===== config.mk =====
export PLATFORM = sky130hd
export DESIGN_NAME = ir_pulse_width_capture
export DESIGN_NICKNAME = d
export VERILOG_FILES = /design/src/sv/irpwc_pkg.sv /design/src/sv/irpwc_front.sv /design/src/sv/irpwc_queue.sv /design/src/sv/irpwc_back.sv /design/src/sv/ir_pulse_width_capture.sv
export SDC_FILE = /design/constraint.sdc
export NUM_CORES = 1
export LEC_CHECK = 0
export ABC_CLOCK_PERIOD_IN_PS = 6500
export BUFFER_PORTS_ARGS = -buffer_cell sky130_fd_sc_hd__buf_2
export CORE_UTILIZATION = 28
export CTS_CLUSTER_DIAMETER = 30
export DETAILED_ROUTE_END_ITERATION = 8
export PLACE_DENSITY = 0.44
export SLEW_MARGIN = 20
export SYNTH_ARGS = -nofsm -noshare
export SYNTH_HDL_FRONTEND = slang
export SYNTH_SLANG_ARGS = --single-unit
export TNS_END_PERCENT = 50

===== constraint.sdc =====
create_clock -name i_clk -period 6.5 [get_ports i_clk]
set_input_delay 0.975 -clock i_clk [delete_from_list [all_inputs] [get_ports i_clk]]
set_output_delay 0.975 -clock i_clk [all_outputs]
set_load 0.05 [all_outputs]

===== src/sv/irpwc_pkg.sv =====
// shared types and constants for the ir pulse width capture block
// no dependencies; imported by every module of the block
`default_nettype none
package irpwc_pkg;

    // configuration register indexes
    localparam logic [2:0] CFG_GLITCH      = 3'd0;
    localparam logic [2:0] CFG_END_GAP     = 3'd1;
    localparam logic [2:0] CFG_IDLE_PERIOD = 3'd2;
    localparam logic [2:0] CFG_IDLE_LIMIT  = 3'd3;
    localparam logic [2:0] CFG_LEN_LIMIT   = 3'd4;

    // register reset values
    localparam logic [7:0]  RST_GLITCH      = 8'd5;
    localparam logic [15:0] RST_END_GAP     = 16'd6000;
    localparam logic [15:0] RST_IDLE_PERIOD = 16'd50000;
    localparam logic [7:0]  RST_IDLE_LIMIT  = 8'd30;
    localparam logic [9:0]  RST_LEN_LIMIT   = 10'd756;

    // result kinds
    localparam logic [1:0] KIND_DATA     = 2'd0;
    localparam logic [1:0] KIND_COMPLETE = 2'd1;
    localparam logic [1:0] KIND_TIMEOUT  = 2'd2;
    localparam logic [1:0] KIND_OVERFLOW = 2'd3;

    // job codes handed from the classifier to the emitter
    localparam logic [1:0] OP_DURATION = 2'd0;
    localparam logic [1:0] OP_COMPLETE = 2'd1;
    localparam logic [1:0] OP_TIMEOUT  = 2'd2;
    localparam logic [1:0] OP_OVERFLOW = 2'd3;

    localparam logic [9:0] INDEX_MAX = 10'd1023;

    localparam int QUEUE_DEPTH = 4;
    localparam int QUEUE_AW    = 2;

    typedef struct packed {
        logic [7:0]  glitch_ticks;
        logic [15:0] end_gap_ticks;
        logic [15:0] idle_period_ticks;
        logic [7:0]  idle_periods_limit;
        logic [9:0]  length_limit;
    } t_cfg;

    // duration jobs carry the saturated duration, completion carries the total length
    typedef struct packed {
        logic [1:0]  op;
        logic [15:0] value;
    } t_job;

endpackage
`default_nettype wire


===== src/sv/irpwc_front.sv =====
// classifier: per-sample mark/space/idle state machine, issues one job per event
// depends on irpwc_pkg
`default_nettype none
module irpwc_front #(
    parameter int HEADER_BYTES = 5,
    parameter int COUNT_WIDTH  = 16
) (
    input  wire                  i_clk,
    input  wire                  i_rst_n,
    input  irpwc_pkg::t_cfg      i_cfg,
    input  wire                  i_valid,
    input  wire                  i_command,
    input  wire                  i_level,
    output logic                 o_ready,
    input  wire                  i_full,
    output logic                 o_push,
    output irpwc_pkg::t_job      o_job
);
    import irpwc_pkg::*;

    localparam logic [1:0] PH_OFF   = 2'd0;
    localparam logic [1:0] PH_MARK  = 2'd1;
    localparam logic [1:0] PH_SPACE = 2'd2;
    localparam logic [1:0] PH_IDLE  = 2'd3;

    localparam int CMP_W = (COUNT_WIDTH > 16) ? COUNT_WIDTH : 16;
    localparam logic [COUNT_WIDTH-1:0] COUNT_MAX = {COUNT_WIDTH{1'b1}};
    localparam logic [COUNT_WIDTH-1:0] COUNT_ONE = COUNT_WIDTH'(1);
    localparam logic [9:0] HEADER = 10'(HEADER_BYTES);

    function automatic logic [9:0] sat_add(input logic [9:0] a, input logic [2:0] b);
        logic [10:0] s;
        s = {1'b0, a} + {8'd0, b};
        sat_add = (s > {1'b0, INDEX_MAX}) ? INDEX_MAX : s[9:0];
    endfunction

    logic [1:0]             r_phase, n_phase;
    logic [COUNT_WIDTH-1:0] r_tick, n_tick;
    logic [9:0]             r_windex, n_windex;
    logic [7:0]             r_idle, n_idle;

    logic                   w_accept;
    logic [COUNT_WIDTH-1:0] w_tick_inc;
    logic [CMP_W-1:0]       w_tick_ext, w_inc_ext;
    logic [15:0]            w_dur;
    logic [2:0]             w_dur_bytes;
    logic                   w_full_len;
    logic [8:0]             w_idle_next;

    assign o_ready  = !i_full;
    assign w_accept = i_valid && o_ready;

    assign w_tick_inc  = (r_tick == COUNT_MAX) ? r_tick : r_tick + COUNT_ONE;
    assign w_tick_ext  = CMP_W'(r_tick);
    assign w_inc_ext   = CMP_W'(w_tick_inc);
    assign w_dur       = (w_tick_ext > CMP_W'(16'hFFFF)) ? 16'hFFFF : w_tick_ext[15:0];
    // a duration with zero low byte is sent as its high byte alone
    assign w_dur_bytes = (w_dur[7:0] != 8'd0) ? 3'd4 : 3'd1;
    assign w_full_len  = (r_windex >= i_cfg.length_limit);
    assign w_idle_next = {1'b0, r_idle} + 9'd1;

    always_comb begin
        n_phase  = r_phase;
        n_tick   = r_tick;
        n_windex = r_windex;
        n_idle   = r_idle;
        o_push   = 1'b0;
        o_job    = '{op: OP_DURATION, value: w_dur};
        if (w_accept) begin
            if (i_command) begin
                n_phase  = PH_MARK;
                n_tick   = COUNT_ONE;
                n_windex = HEADER;
                n_idle   = 8'd0;
            end else begin
                case (r_phase)
                    PH_MARK: begin
                        if (w_full_len) begin
                            o_push    = 1'b1;
                            o_job.op  = OP_OVERFLOW;
                            o_job.value = 16'd0;
                            n_phase   = PH_OFF;
                        end else if (!i_level) begin
                            n_tick = w_tick_inc;
                        end else if (w_tick_ext > CMP_W'(i_cfg.glitch_ticks)) begin
                            o_push   = 1'b1;
                            n_windex = sat_add(r_windex, w_dur_bytes);
                            n_tick   = COUNT_ONE;
                            n_phase  = PH_SPACE;
                        end else begin
                            n_phase = PH_IDLE;
                        end
                    end
                    PH_SPACE: begin
                        if (i_level) begin
                            n_tick = w_tick_inc;
                            if (w_inc_ext > CMP_W'(i_cfg.end_gap_ticks)) begin
                                n_windex    = sat_add(r_windex, 3'd1);
                                o_push      = 1'b1;
                                o_job.op    = OP_COMPLETE;
                                o_job.value = {6'd0, n_windex};
                                n_phase     = PH_OFF;
                            end
                        end else if (w_full_len) begin
                            o_push      = 1'b1;
                            o_job.op    = OP_OVERFLOW;
                            o_job.value = 16'd0;
                            n_phase     = PH_OFF;
                        end else begin
                            o_push   = 1'b1;
                            n_windex = sat_add(r_windex, w_dur_bytes);
                            n_idle   = 8'd0;
                            n_tick   = COUNT_ONE;
                            n_phase  = PH_MARK;
                        end
                    end
                    PH_IDLE: begin
                        if (i_level) begin
                            n_tick = w_tick_inc;
                            if (w_inc_ext > CMP_W'(i_cfg.idle_period_ticks)) begin
                                n_tick = '0;
                                if (w_idle_next > {1'b0, i_cfg.idle_periods_limit}) begin
                                    o_push      = 1'b1;
                                    o_job.op    = OP_TIMEOUT;
                                    o_job.value = 16'd0;
                                    n_phase     = PH_OFF;
                                end else begin
                                    n_idle = w_idle_next[7:0];
                                end
                            end
                        end else begin
                            n_tick  = COUNT_ONE;
                            n_phase = PH_MARK;
                        end
                    end
                    default: begin
                        // disarmed: samples are dropped
                    end
                endcase
            end
        end
    end

    always_ff @(posedge i_clk) begin
        if (!i_rst_n) begin
            r_phase  <= PH_OFF;
            r_tick   <= '0;
            r_windex <= HEADER;
            r_idle   <= 8'd0;
        end else begin
            r_phase  <= n_phase;
            r_tick   <= n_tick;
            r_windex <= n_windex;
            r_idle   <= n_idle;
        end
    end

    a_windex_floor: assert property (@(posedge i_clk) disable iff (!i_rst_n)
        r_windex >= HEADER)
        else $error("write index below header length");
    a_push_on_accept: assert property (@(posedge i_clk) disable iff (!i_rst_n)
        o_push |-> w_accept && !i_command)
        else $error("job issued without a sample transfer");
    a_off_silent: assert property (@(posedge i_clk) disable iff (!i_rst_n)
        (r_phase == PH_OFF) |-> !o_push)
        else $error("job issued while disarmed");

endmodule
`default_nettype wire


===== src/sv/irpwc_queue.sv =====
// short job queue between the classifier and the emitter
// depends on irpwc_pkg
`default_nettype none
module irpwc_queue (
    input  wire                  i_clk,
    input  wire                  i_rst_n,
    input  wire                  i_push,
    input  irpwc_pkg::t_job      i_job,
    output logic                 o_full,
    output logic                 o_head_valid,
    output irpwc_pkg::t_job      o_head,
    input  wire                  i_pop
);
    import irpwc_pkg::*;

    t_job                r_slot [QUEUE_DEPTH];
    logic [QUEUE_AW-1:0] r_wptr, r_rptr;
    logic [QUEUE_AW:0]   r_count;
    logic                w_push, w_pop;

    assign o_full       = (r_count == (QUEUE_AW+1)'(QUEUE_DEPTH));
    assign o_head_valid = (r_count != '0);
    assign o_head       = r_slot[r_rptr];
    assign w_push       = i_push && !o_full;
    assign w_pop        = i_pop && o_head_valid;

    always_ff @(posedge i_clk) begin
        if (w_push) begin
            r_slot[r_wptr] <= i_job;
        end
    end

    always_ff @(posedge i_clk) begin
        if (!i_rst_n) begin
            r_wptr  <= '0;
            r_rptr  <= '0;
            r_count <= '0;
        end else begin
            if (w_push) begin
                r_wptr <= r_wptr + 1'b1;
            end
            if (w_pop) begin
                r_rptr <= r_rptr + 1'b1;
            end
            case ({w_push, w_pop})
                2'b10:   r_count <= r_count + 1'b1;
                2'b01:   r_count <= r_count - 1'b1;
                default: r_count <= r_count;
            endcase
        end
    end

    a_count_bound: assert property (@(posedge i_clk) disable iff (!i_rst_n)
        r_count <= (QUEUE_AW+1)'(QUEUE_DEPTH))
        else $error("queue count beyond depth");
    a_count_up: assert property (@(posedge i_clk) disable iff (!i_rst_n)
        (w_push && !w_pop) |=> r_count == $past(r_count) + 1'b1)
        else $error("queue count missed a push");
    a_count_down: assert property (@(posedge i_clk) disable iff (!i_rst_n)
        (w_pop && !w_push) |=> r_count == $past(r_count) - 1'b1)
        else $error("queue count missed a pop");

endmodule
`default_nettype wire


===== src/sv/irpwc_back.sv =====
// emitter: expands each queued job into one to four result transfers
// depends on irpwc_pkg; output register decouples the downstream stall
`default_nettype none
module irpwc_back (
    input  wire                  i_clk,
    input  wire                  i_rst_n,
    input  wire                  i_head_valid,
    input  irpwc_pkg::t_job      i_head,
    output logic                 o_pop,
    output logic                 o_valid,
    input  wire                  i_ready,
    output logic [1:0]           o_kind,
    output logic [7:0]           o_byte,
    output logic [9:0]           o_total,
    output logic                 o_last
);
    import irpwc_pkg::*;

    logic [1:0] r_beat;
    logic       r_valid;
    logic [1:0] r_kind;
    logic [7:0] r_byte;
    logic [9:0] r_total;
    logic       r_last;

    logic       w_load;
    logic [1:0] w_kind;
    logic [7:0] w_byte;
    logic [9:0] w_total;
    logic       w_last;

    // current beat of the job at the queue head
    always_comb begin
        w_kind  = KIND_DATA;
        w_byte  = 8'd0;
        w_total = 10'd0;
        w_last  = 1'b1;
        case (i_head.op)
            OP_DURATION: begin
                if (i_head.value[7:0] == 8'd0) begin
                    w_byte = i_head.value[15:8];
                end else begin
                    case (r_beat)
                        2'd2:    w_byte = i_head.value[7:0];
                        2'd3:    w_byte = i_head.value[15:8];
                        default: w_byte = 8'd0;
                    endcase
                    w_last = (r_beat == 2'd3);
                end
            end
            OP_COMPLETE: begin
                // zero terminator byte, then the completion with total length
                if (r_beat == 2'd0) begin
                    w_last = 1'b0;
                end else begin
                    w_kind  = KIND_COMPLETE;
                    w_total = i_head.value[9:0];
                end
            end
            OP_TIMEOUT: w_kind = KIND_TIMEOUT;
            OP_OVERFLOW: w_kind = KIND_OVERFLOW;
            default: w_kind = KIND_DATA;
        endcase
    end

    assign w_load = i_head_valid && (!r_valid || i_ready);
    assign o_pop  = w_load && w_last;

    always_ff @(posedge i_clk) begin
        if (!i_rst_n) begin
            r_valid <= 1'b0;
            r_beat  <= 2'd0;
        end else if (w_load) begin
            r_valid <= 1'b1;
            r_beat  <= w_last ? 2'd0 : r_beat + 2'd1;
        end else if (i_ready) begin
            r_valid <= 1'b0;
        end
    end

    always_ff @(posedge i_clk) begin
        if (w_load) begin
            r_kind  <= w_kind;
            r_byte  <= w_byte;
            r_total <= w_total;
            r_last  <= w_last;
        end
    end

    assign o_valid = r_valid;
    assign o_kind  = r_kind;
    assign o_byte  = r_byte;
    assign o_total = r_total;
    assign o_last  = r_last;

    a_beat_has_job: assert property (@(posedge i_clk) disable iff (!i_rst_n)
        (r_beat != 2'd0) |-> i_head_valid)
        else $error("job left the queue in mid expansion");
    a_single_beat: assert property (@(posedge i_clk) disable iff (!i_rst_n)
        (i_head_valid && (i_head.op == OP_TIMEOUT || i_head.op == OP_OVERFLOW))
            |-> r_beat == 2'd0)
        else $error("single result job in mid expansion");
    a_complete_beats: assert property (@(posedge i_clk) disable iff (!i_rst_n)
        (i_head_valid && i_head.op == OP_COMPLETE) |-> r_beat <= 2'd1)
        else $error("completion job beyond two results");

endmodule
`default_nettype wire


===== src/sv/ir_pulse_width_capture.sv =====
// top level of the ir pulse width capture block
// instantiates irpwc_front, irpwc_queue and irpwc_back; depends on irpwc_pkg
//
// usage
//   sample channel (s): one transfer per timer tick. tuser is the command
//   (0 sample, 1 arm a new capture), tdata[0] the receiver level, low while
//   carrier is present. a capture measures marks and spaces in ticks, drops
//   short marks, counts idle periods and ends on a long space, an idle
//   timeout or the length limit.
//   result channel (m): tdata[7:0] encoded duration byte, tdata[17:8] total
//   length on completion; tuser is the result kind; tlast marks the final
//   result caused by one sample.
//   config channel: index 0..4 selects glitch, end gap, idle period, idle
//   limit and length limit; other indexes are ignored. always ready.
// timing
//   a sample is taken every cycle while the job queue has room. the first result of a
//   sample passes through the job queue and the output register. the result side moves
//   one result per cycle while tready is high, so a four byte duration holds the emitter
//   for four results; the four entry job queue absorbs bursts before tready drops.
// reset
//   synchronous, active low: disarmed, registers at their defaults, queue
//   and output register empty. a stalled result holds until taken.
`default_nettype none
module ir_pulse_width_capture #(
    parameter int HEADER_BYTES = 5,
    parameter int COUNT_WIDTH  = 16
) (
    input  wire         i_clk,
    input  wire         i_rst_n,
    // sample input
    input  wire         i_s_tvalid,
    output logic        o_s_tready,
    input  wire  [7:0]  i_s_tdata,   // [0] ir_level, [7:1] zero
    input  wire         i_s_tuser,   // [0] command
    // result output
    output logic        o_m_tvalid,
    input  wire         i_m_tready,
    output logic [23:0] o_m_tdata,   // [7:0] data_byte, [17:8] total_length, [23:18] zero
    output logic [1:0]  o_m_tuser,   // [1:0] kind
    output logic        o_m_tlast,
    // configuration write
    input  wire         i_cfg_valid,
    output logic        o_cfg_ready,
    input  wire  [2:0]  i_cfg_index,
    input  wire  [15:0] i_cfg_data
);
    import irpwc_pkg::*;

    t_cfg       r_cfg;
    t_job       w_push_job, w_head;
    logic       w_push, w_full, w_head_valid, w_pop;
    logic [7:0] w_byte;
    logic [9:0] w_total;

    // configuration registers, to be written only while idle; the block does not enforce it
    assign o_cfg_ready = 1'b1;

    always_ff @(posedge i_clk) begin
        if (!i_rst_n) begin
            r_cfg.glitch_ticks       <= RST_GLITCH;
            r_cfg.end_gap_ticks      <= RST_END_GAP;
            r_cfg.idle_period_ticks  <= RST_IDLE_PERIOD;
            r_cfg.idle_periods_limit <= RST_IDLE_LIMIT;
            r_cfg.length_limit       <= RST_LEN_LIMIT;
        end else if (i_cfg_valid && o_cfg_ready) begin
            case (i_cfg_index)
                CFG_GLITCH:      r_cfg.glitch_ticks       <= i_cfg_data[7:0];
                CFG_END_GAP:     r_cfg.end_gap_ticks      <= i_cfg_data;
                CFG_IDLE_PERIOD: r_cfg.idle_period_ticks  <= i_cfg_data;
                CFG_IDLE_LIMIT:  r_cfg.idle_periods_limit <= i_cfg_data[7:0];
                CFG_LEN_LIMIT:   r_cfg.length_limit       <= i_cfg_data[9:0];
                default: begin
                    // unknown index: dropped
                end
            endcase
        end
    end

    // classifier: tracks the capture and turns events into jobs
    irpwc_front #(
        .HEADER_BYTES (HEADER_BYTES),
        .COUNT_WIDTH  (COUNT_WIDTH)
    ) u_front (
        .i_clk     (i_clk),
        .i_rst_n   (i_rst_n),
        .i_cfg     (r_cfg),
        .i_valid   (i_s_tvalid),
        .i_command (i_s_tuser),
        .i_level   (i_s_tdata[0]),
        .o_ready   (o_s_tready),
        .i_full    (w_full),
        .o_push    (w_push),
        .o_job     (w_push_job)
    );

    // job queue lets the sample side run while long encodings drain
    irpwc_queue u_queue (
        .i_clk        (i_clk),
        .i_rst_n      (i_rst_n),
        .i_push       (w_push),
        .i_job        (w_push_job),
        .o_full       (w_full),
        .o_head_valid (w_head_valid),
        .o_head       (w_head),
        .i_pop        (w_pop)
    );

    // emitter: serializes each job into result transfers
    irpwc_back u_back (
        .i_clk        (i_clk),
        .i_rst_n      (i_rst_n),
        .i_head_valid (w_head_valid),
        .i_head       (w_head),
        .o_pop        (w_pop),
        .o_valid      (o_m_tvalid),
        .i_ready      (i_m_tready),
        .o_kind       (o_m_tuser),
        .o_byte       (w_byte),
        .o_total      (w_total),
        .o_last       (o_m_tlast)
    );

    assign o_m_tdata = {6'd0, w_total, w_byte};

endmodule
`default_nettype wire


# ---- Word-level counts from Yosys, hierarchy flattened
# Memory sizes are Yosys's and may differ from the RTL's. A register that Yosys moved wholly into a read port is not among the register bits.
# Cells that the tools add are included.
dict set report word_totals {
  reg_bits 125
  ram_bits 72
  inputBits 33
  mem_count 1
}
# memory depth width rd rd_ports_with_merged_regs wr line
set mem_list {}
lappend mem_list {u_queue.r_slot 4 18 1 1 1 irpwc_queue.sv:16} ;# t_job r_slot [QUEUE_DEPTH];
dict set report classes {
  addsub 9
  magnitude_cmp 8
  eq_ne 30
  mux 75
  n_bitwise 1
  reduce_logical 29
}
# operator count
set op_table {}
lappend op_table {{16-bit 2-to-1 mux} 10}
lappend op_table {{18-bit 2-to-1 mux} 7}
lappend op_table {{10-bit 2-to-1 mux} 9}
lappend op_table {{8-bit 2-to-1 mux} 7}
lappend op_table {{18-bit one-hot mux with 3 select lines} 1}
lappend op_table {{16-bit one-hot mux with 3 select lines} 1}
lappend op_table {{16-bit > comparator} 2}
lappend op_table {{8-bit one-hot mux with 2 select lines} 2}
lappend op_table {{11-bit by 10-bit > comparator with 1-bit output, second input constant} 2}
lappend op_table {{2-bit 2-to-1 mux} 11}
lappend op_table {{4-bit by 3-bit inequality test with 1-bit output, second input constant} 5}
lappend op_table {{10-bit one-hot mux with 2 select lines} 1}
lappend op_table {{1-bit 2-to-1 mux} 19}
lappend op_table {{3-bit inequality test, second input constant} 6}
lappend op_table {{17-bit 2-to-1 mux} 1}
lappend op_table {{16-bit by 1-bit adder with 16-bit output, second input constant} 1}
lappend op_table {{16-bit == test, second input constant} 1}
lappend op_table {{16-bit > comparator, second input constant} 1}
lappend op_table {{16-bit by 8-bit > comparator with 1-bit output} 1}
lappend op_table {{2-bit == test, second input constant} 7}
lappend op_table {{7-bit AND reduction} 2}
lappend op_table {{2-bit one-hot mux with 3 select lines} 2}
lappend op_table {{10-bit by 1-bit adder with 11-bit output, second input constant} 1}
lappend op_table {{10-bit by 3-bit adder with 11-bit output} 1}
lappend op_table {{31 further kinds} 51}

# ---- Longest topological paths before layout
# Gate-level depths: netlist of the first run.
dict set report depth {
  ltp_word 12
  depth_mapped 23
  depth_no_buf 20
}

# ---- Cells and area by module
# A second synthesis of the first run with hierarchy kept.
dict set report hier_totals {
  cells_unflattened 1098
  area_unflattened_um2 11290.8
}
# mod n_inst cells_each area_each_um2
set by_module_without_submodules {}
lappend by_module_without_submodules {irpwc_front 1 646 4738.3}
lappend by_module_without_submodules {irpwc_queue 1 146 3136.8}
lappend by_module_without_submodules {ir_pulse_width_capture 1 236 2383.5}
lappend by_module_without_submodules {irpwc_back 1 70 1032.2}

# ---- Least setup slack after synthesis of the first run
# OpenSTA, ideal clock, no wires.
dict set report synth_path {
  path_kind {register -> register}
  from {register u_front.r_tick[4]}
  to {register u_queue.r_count[2]}
  setup_time_ns 0.070
  arrival_time_ns 4.624
  required_ns 6.430
  slack_ns 1.806
  path_stages_with_launch 23
  path_buffers 3
  synth_period_minus_slack_ns 4.694
  path_cell_list {dfxtp_1 -> clkbuf_1 -> and3_1 -> and4_1 -> clkbuf_1 -> and3_1 -> nand3_1 -> mux2_2 -> ha_1 -> nand4_2 -> or4_1 -> nor3_2 -> a31oi_2 -> buf_4 -> nand3_2 -> a31oi_4 -> inv_2 -> ha_1 -> inv_1 -> fa_1 -> xor2_1 -> or3_1 -> a21oi_1}
}
dict set report synth_via {
  elab_chain_cells 11
}
# item line
set synth_rtl {}
lappend synth_rtl {{start, declared} irpwc_front.sv:38} ;# logic [COUNT_WIDTH-1:0] r_tick, n_tick;
lappend synth_rtl {{start signal, assigned} irpwc_front.sv:152} ;# r_tick <= n_tick;
lappend synth_rtl {{16-bit by 1-bit adder with 16-bit output or 16-bit == test (tied branches)} irpwc_front.sv:53} ;# assign w_tick_inc = (r_tick == COUNT_MAX) ? r_tick : r_tick + COUNT_ONE;
lappend synth_rtl {{16-bit 2-to-1 mux} irpwc_front.sv:53}
lappend synth_rtl {{16-bit > comparator (on tied branches)} {irpwc_front.sv:120, irpwc_front.sv:97}}
lappend synth_rtl {{1-bit 2-to-1 mux (on tied branches)} {irpwc_front.sv:120, irpwc_front.sv:97}}
lappend synth_rtl {{1-bit 2-to-1 mux (on tied branches)} {irpwc_front.sv:118, irpwc_front.sv:95}}
lappend synth_rtl {{1-bit one-hot mux with 3 select lines (*)} irpwc_front.sv:76} ;# case (r_phase)
lappend synth_rtl {{1-bit 2-to-1 mux (*)} irpwc_front.sv:70} ;# if (i_command) begin
lappend synth_rtl {{1-bit 2-to-1 mux (*)} irpwc_front.sv:69} ;# if (w_accept) begin
lappend synth_rtl {{1-bit logical AND (*)} irpwc_queue.sv:24} ;# assign w_push = i_push && !o_full;
lappend synth_rtl {{2-bit by 1-bit == test with 1-bit output or 2-bit == test (tied branches)} irpwc_queue.sv:45} ;# case ({w_push, w_pop})
lappend synth_rtl {{3-bit one-hot mux with 2 select lines or 2-bit nonzero test (tied branches)} n/a}
lappend synth_rtl {{end signal, assigned} irpwc_queue.sv:46} ;# 2'b10: r_count <= r_count + 1'b1;
lappend synth_rtl {{end signal, assigned} irpwc_queue.sv:47} ;# 2'b01: r_count <= r_count - 1'b1;
lappend synth_rtl {{end signal, assigned} irpwc_queue.sv:48} ;# default: r_count <= r_count;
lappend synth_rtl {{end, declared} irpwc_queue.sv:18} ;# logic [QUEUE_AW:0] r_count;
# Mark *: on every way between the ends. The rest lies on a longest branch, timed or not.
# A chain may end at the register's enable or synchronous reset.

# ---- Worst setup path after layout of the first run
dict set report layout_path {
  from {register u_front.r_tick[6]}
  to {register u_queue.r_count[2]}
}
# Same word-level chain as after synthesis.

==> metrics.md, run 1 <==
| Metric | Value |
|---|---|
| Status | `finished clean` |
| Reg-to-reg critical path endpoint | `u_queue.r_count[2]` |
| Largest area contributor in the netlist | `edfxtp_1` |
| Vias in the first global route | `7702` |
| # diodes | `0` |
| Yosys cell types | `90` |
| Delay-heaviest family, CP | `simple AND/OR/NAND/NOR gates` |
| Leakage power | `4.73 nW` |
| Die Area | `39100 sq um` |
| Setup Buffers After CTS | `0` |
| Crit path to | `u_queue.r_count[2]` |
| Worst R2R Setup Slack | `1270 ps` |
| Worst vdd ir | `167 uV` |
| Max_slew headroom | `42.8%` |
| Most instantiated cells after synthesis | `nand2_1 (165), dfxtp_1 (106), edfxtp_1 (93)` |
| CTS max path bufs | `2` |
| Gr usage total | `14.7%` |
| CP Depth | `20` |
| Row cnt | `71` |
| Hold Vio Cnt, Final | `0` |
| DP Wirelength | `19900 microns` |
| Worst-case reg-to-reg path depth | `20` |
| First drt pass iteration count | `7` |
| Routed Antenna Nets | `0` |
| Worst Path Class, Setup | `reg2reg` |
| Largest net degree at the start of global routing | `50` |
| Initial antenna violation count | `0` |
| Crit path DAT | `5600 ps` |
| Top-area cell type share of the netlist area | `26.0%` |
| Worst hold path type | `reg2reg` |
| Syn Inst Count | `1079` |
| Crit path max fanout | `8` |
| Most frequent cell after synthesis | `nand2_1` |
| Number of synthesized flops with an enable pin | `93` |
| CTS tree | `yes` |
| RSZ-0062 raised after global routing | `false` |
| Number of nets in the layout | `1216` |
| Max Freq | `191 MHz` |
| Cts hold-fix bufs | `0` |
| Design area | `12100 sq um` |
| Die height | `198 microns` |
| Via total after detailed routing | `7874` |
| Critical Path Max Stage Delay | `450 ps` |
| Layout cells sized above 1 | `12.6%` |
| Core footprint | `37700 sq um` |
| Worst r2r src | `u_front.r_tick[6]` |
| Final Max Slew Viols | `0` |
| Asr flop ratio synth | `0%` |
| Initial Utilization | `28.5%` |
| Max_cap viols | `0` |
| Post-CTS Resized | `0` |
| Clk_lat worst skew | `450 ps` |
| Avg Vias per Cell | `4.82` |
| Sink Count | `199` |
| Dpl cell area | `11500 sq um` |
| Worst-path clk slew | `70 ps` |
| Tcrit/Tclk final | `80.4%` |
| Die X | `198 microns` |
| Root Driver | `clkbuf_16` |
| Hold depth | `2` |
| Cell area power density | `213 nW/um^2` |
| # setup viols final | `0` |
| Synth warnings | `0` |
| Critical Path Sink Type | `flop` |
| Top post-synthesis cells by area | `edfxtp_1 (26%), dfxtp_1 (20%), ha_1 (8.6%)` |
| H-tree depth | `4` |
| Netlist Area Pre-Place | `10700 sq um` |
| Routed wire length | `27500 microns` |
| Setup TNS | `0 ps` |
| 1st-iter DRT viols | `506` |
| Critical path's slowest cell | `dfxtp_1` |
| Clock skew | `17.6 ps` |
| Synth Flop Type | `dfxtp_1` |
| Setup crit start | `u_front.r_tick[6]` |
| I/O Buffers | `48` |
| Register area share after synthesis | `45.8%` |
| Cts bufs inserted | `17` |
| Type of origin of the critical path | `flop` |
| First-pass GRT wire length | `44000 microns` |
| DRC viols | `0` |
| Worst-Margin Slew | `858 ps` |
| Crit path required time | `6870 ps` |
| Top-Level Pins | `63` |
| Area Growth Syn to Fin | `12.3%` |
| Crit path buf inv count | `2` |
| Fin crit period | `5230 ps` |
| Routed len/inst | `16.9 microns` |
| Syn avg cell area | `9.95 sq um` |
| #FFs+latches synth | `199` |
| Total gr overflow | `0` |
| Routability cong. | `0.805` |
| Crit-path cells | `and3_1 > and4_1 > and4_1 > nor2_1 > nand3_1 > xnor2_1 > ha_1 > nand4_1 > nor4_1 > a21boi_1 > o31a_1 > o21ai_0 > a31oi_4 > inv_2 > ha_1 > inv_1 > fa_1 > xor2_1 > or3_1 > a21oi_1` |
-- how the worst min path moves through the flow --
| stage | slack, ps | endpoint | startpoint |
|---|---|---|---|
| 2_1_floorplan | 440 | r_cfg[15] | r_cfg[15] |
| 3_3_place_gp | 440 | r_cfg[56] | r_cfg[56] |
| 3_5_place_dp | 450 | r_cfg[8] | r_cfg[8] |
| 4_1_cts | 460 | r_cfg[8] | r_cfg[8] |
| 5_1_grt | 470 | r_cfg[47] | r_cfg[47] |
| 6_report | 460 | r_cfg[56] | r_cfg[56] |
-- layout make-up --
cell class	count	area, sq um
fill	3959	25600
multi-input combinational	753	5310
sequential	199	4910
tap	511	639
clock buffer	20	437
timing repair buffer	59	323
inverter	78	293
clock inverter	12	145
-- routing by layer --
layer  vias to the layer above  GRT usage, %  routed length (microns)
met2                       116          24.3                    12800
met1                      3782          19.9                    13700
li1                       3961             -                        -
met3                        15          2.35                      731
met4                         0          3.82                      252
met5                         -             0                        0
-- worst register-to-register path: stages (launching register included) --
cell	delay, ps
dfxtp_1	450
and3_1	300
and4_1	260
and4_1	270
nor2_1	330
nand3_1	240
xnor2_1	400
ha_1	310
nand4_1	110
nor4_1	80
a21boi_1	140
o31a_1	410
o21ai_0	340
a31oi_4	210
inv_2	80
ha_1	170
inv_1	60
fa_1	420
xor2_1	150
or3_1	300
a21oi_1	130
-- placed cells by master, fill, tap and decap left out, types with 28 or more instances in the layout --
cell / instances
nand2_1: 165
buf_2: 48
dfxtp_1: 106
ha_1: 74
nor2_1: 49
inv_1: 76
a21oi_1: 75
nand3_1: 32
o211ai_1: 28
edfxtp_1: 93
-- state kept, by name, summed over array words and instances (netlist names), 3 cells and up, named ones only --
signal,cells
u_queue.r_count,3
u_back.o_total,10
u_back.o_byte,8
u_front.r_tick,16
u_front.r_windex,10
u_queue.r_slot,72
r_cfg,58
u_front.r_idle,8
-- metrics by stage --
stage          setup WS [ps]  hold slack [ps]  cells  total power (W)  utilization (%)
5_1_grt                  940              470   1632          0.00266             32.0
4_1_cts                 1300              457   1632          0.00259             32.0
3_5_place_dp            1330              447   1600          0.00152             30.5
3_3_place_gp            1340              444   1600          0.00152             30.5
2_1_floorplan           1810              436   1084          0.00147                -
6_report                1270              455   1632          0.00257             32.0
-- cell families (layout without fill, tap and decap cells) --
group | Yosys count | in the layout | share of synthesized area (%)
AOI/OAI and AO/OA | 241 | 241 | 16.3
muxes | 29 | 29 | 4.72
and+or+nand+nor | 369 | 369 | 16.7
adders and majority gates | 75 | 75 | 8.81
buffers and inverters | 132 | 169 | 4.97
xor gates and xnor gates | 32 | 32 | 2.61
other | 2 | 7 | 0.0699
DFF | 199 | 199 | 45.8
-- power by group --
part	internal [W]	switching, W
Clock	0.000575	0.000502
Combinational	0.0000520	0.000113
Sequential	0.00131	0.0000117
Total	0.00194	0.000627
No activity file was read; power rests on OpenSTA's default activity.
==> run 2: changes to the inputs <==
--- a/config.mk
+++ b/config.mk
@@ -5,7 +5,7 @@
 export SDC_FILE = /design/constraint.sdc
 export NUM_CORES = 1
 export LEC_CHECK = 0
-export ABC_CLOCK_PERIOD_IN_PS = 6500
+export ABC_CLOCK_PERIOD_IN_PS = 5400
 export BUFFER_PORTS_ARGS = -buffer_cell sky130_fd_sc_hd__buf_2
 export CORE_UTILIZATION = 28
 export CTS_CLUSTER_DIAMETER = 30
==> constraint.sdc (replaced) <==
create_clock -name i_clk -period 5.4 [get_ports i_clk]
set_input_delay 0.81 -clock i_clk [delete_from_list [all_inputs] [get_ports i_clk]]
set_output_delay 0.81 -clock i_clk [all_outputs]
set_load 0.05 [all_outputs]
==> run 2 against run 1 <==
- clock power is 20% higher
- worst setup slack worse by 860 ps
- critical path type unchanged
- combinational power up 21%
- global-route usage grew 0.17 points
==> metrics.md, run 2 (synthesis results as in run 1) <==
| Metric | Value |
|---|---|
| Leakage power | `4.80 nW (+1.5%)` |
| H-tree depth | `4 (unchanged)` |
| Core footprint | `37700 sq um (unchanged)` |
| Worst-path clk slew | `70 ps (about the same)` |
| Max Freq | `201 MHz (+4.8%)` |
| Top reg by flops | `u_queue.r_slot` |
| Setup TNS | `0 ps (unchanged)` |
| Crit path max fanout | `5 (-3)` |
| Register area | `4910 sq um (unchanged)` |
| Routability cong. | `0.816 (+1.4%)` |
| Critical Path Sink Type | `flop` |
| Cts hold-fix bufs | `0 (unchanged)` |
| DP Wirelength | `20400 microns (+2.4%)` |
| Die Area | `39100 sq um (unchanged)` |
| Most frequent cells in the layout | `nand2_1 (165), dfxtp_1 (106), edfxtp_1 (93), inv_1 (76), a21oi_1 (75)` |
| Cell area power density | `254 nW/um^2 (+19%)` |
| First-pass GRT wire length | `44400 microns (+0.97%)` |
| Final Max Slew Viols | `0 (unchanged)` |
| Cts bufs inserted | `17 (unchanged)` |
| Crit path required time | `5770 ps (-1100 ps)` |
| Tcrit/Tclk final | `92.3% (+12 points)` |
| Routed wire length | `28100 microns (+1.9%)` |
| Commonest non-fill, non-tap cell in the layout | `nand2_1` |
| Combined area of the multi-input logic cells | `5320 sq um (about the same)` |
| Total gr overflow | `0 (unchanged)` |
| Die height | `198 microns (unchanged)` |
| Via total after detailed routing | `7924 (+0.64%)` |
| Max_cap viols | `0 (unchanged)` |
| Max_slew headroom | `41.4% (-1.4 points)` |
| Worst Path Class, Setup | `reg2reg` |
| Worst-Margin Slew | `879 ps (+21.5 ps)` |
| Initial antenna violation count | `0 (unchanged)` |
| Routed Antenna Nets | `0 (unchanged)` |
| Filler cell count | `3988 (+0.73%)` |
| Sink Count | `199 (unchanged)` |
| 1st-iter DRT viols | `354 (-30%)` |
| Fin crit period | `4990 ps (-240 ps)` |
| RSZ-0062 raised after global routing | `false` |
| Top Registers | `u_queue.r_slot (72), r_cfg (58), u_front.r_tick (16)` |
| Gr usage total | `14.9% (+0.17 points)` |
| Vias in the first global route | `7655 (-0.61%)` |
| Status | `finished clean` |
| Initial Utilization | `28.5% (unchanged)` |
| Worst vdd ir | `223 uV (+34%)` |
| DRC viols | `0 (unchanged)` |
| Hold Vio Cnt, Final | `0 (unchanged)` |
| Clock skew | `8.46 ps (-9.16 ps)` |
| Routed len/inst | `17.1 microns (+1.1%)` |
| Layout cells sized above 1 | `13.5% (+0.91 points)` |
| Top-Level Pins | `63 (unchanged)` |
| Avg Vias per Cell | `4.82 (-0.16%)` |
| Die X | `198 microns (unchanged)` |
| Row cnt | `71 (unchanged)` |
| # diodes | `0 (unchanged)` |
| Root Driver | `clkbuf_16` |
| Area Growth Syn to Fin | `13.3%` |
| Setup Buffers After CTS | `0 (unchanged)` |
| CTS max path bufs | `2 (unchanged)` |
| Worst hold path type | `reg2reg` |
| I/O Buffers | `48 (unchanged)` |
| Final Power | `0.00309 W (+20%)` |
| Number of flip-flops in the largest register | `72 (unchanged)` |
| Type of origin of the critical path | `flop` |
| # setup viols final | `0 (unchanged)` |
| CTS tree | `yes` |
| First drt pass iteration count | `5 (-2)` |
| Number of nets in the layout | `1229 (+1.1%)` |
| Largest net degree at the start of global routing | `32 (-36%)` |
| Clk_lat worst skew | `440 ps (about the same)` |
| Crit path DAT | `5360 ps (-240 ps)` |
==> run 2: changes by cell type in the layout (fill, tap and decap cells not counted), sizes merged <==
| cell | previous run | this run |
|---|---|---|
| buf | 59 | 72 |
| clkbuf | 20 | 23 |
| clkinv | 4 | 3 |
| clkinvlp | 2 | 1 |
| inv | 82 | 81 |
==> run 2: routing by layer <==
| metal | part of all wire (%) | vias up | track usage (%) |
|---|---|---|---|
| li1 | - | 3991 | - |
| met4 | 1.2 | 0 | 4.08 |
| met5 | 0 | - | 0 |
| met2 | 46 | 132 | 24.3 |
| met1 | 50 | 3776 | 20.1 |
| met3 | 2.8 | 25 | 2.50 |
==> run 2: worst max-delay path, stage by stage, from the launching register on <==
cell and delay, ps:
dfxtp_1 360, ha_1 260, and3_1 260, and4_1 280
nor2_2 260, nand3_1 210, xnor2_1 400, ha_1 310
nand4_1 110, nor4_1 80, a21boi_1 140, o31a_1 420
o21ai_0 320, a31oi_4 160, inv_2 60, ha_1 160
inv_1 70, fa_1 430, xor2_1 160, or3_1 310
a21oi_1 140
==> run 2: worst paths after layout <==
path / from / endpoint / slack (ps) / cells past startpoint
worst min register to register: r_cfg[36] / r_cfg[36] / 460 / 2
worst min-delay path: r_cfg[36] / r_cfg[36] / 460 / 2
worst max register to register: u_front.r_tick[0] / u_queue.r_count[2] / 410 / 20
worst max-delay path: u_front.r_tick[0] / u_queue.r_count[2] / 410 / 20
==> run 2: cell type report <==
class                   count  share of cell area (%)
repair buffers             72                    3.46
multi-input cells         753                    43.7
clock inverters             9                   0.936
clock buffers              23                    3.85
flip-flops and latches    199                    40.4
inverters                  78                    2.41
well taps                 511                    5.26
==> run 2: repair_timing <==
| action | in CTS | in global routing |
|---|---|---|
| resized for setup | 0 | 1 |
| endpoints found under the hold margin | 0 | 0 |
| endpoints found under the setup margin | 0 | 1 |
==> run 2: stage by stage <==
stage / hold WS, ps / cell area (sq um) / std cells / setup slack (ps) / util, %
after floorplan: 436 / 10800 / 1084 / 706 / -
after global routing: 476 / 12200 / 1645 / 95.0 / 32.3
after detailed placement: 448 / 11600 / 1613 / 350 / 30.7
final: 456 / 12200 / 1645 / 415 / 32.3
after global placement: 445 / 11600 / 1613 / 390 / 30.7
after CTS: 457 / 12200 / 1645 / 311 / 32.3
==> run 2: power by group <==
part / total, W / switching, W / internal [W]
Combinational: 0.000200 / 0.000136 / 0.0000639
Sequential: 0.00159 / 0.0000141 / 0.00158
Clock: 0.00130 / 0.000584 / 0.000713
Total: 0.00309 / 0.000734 / 0.00236
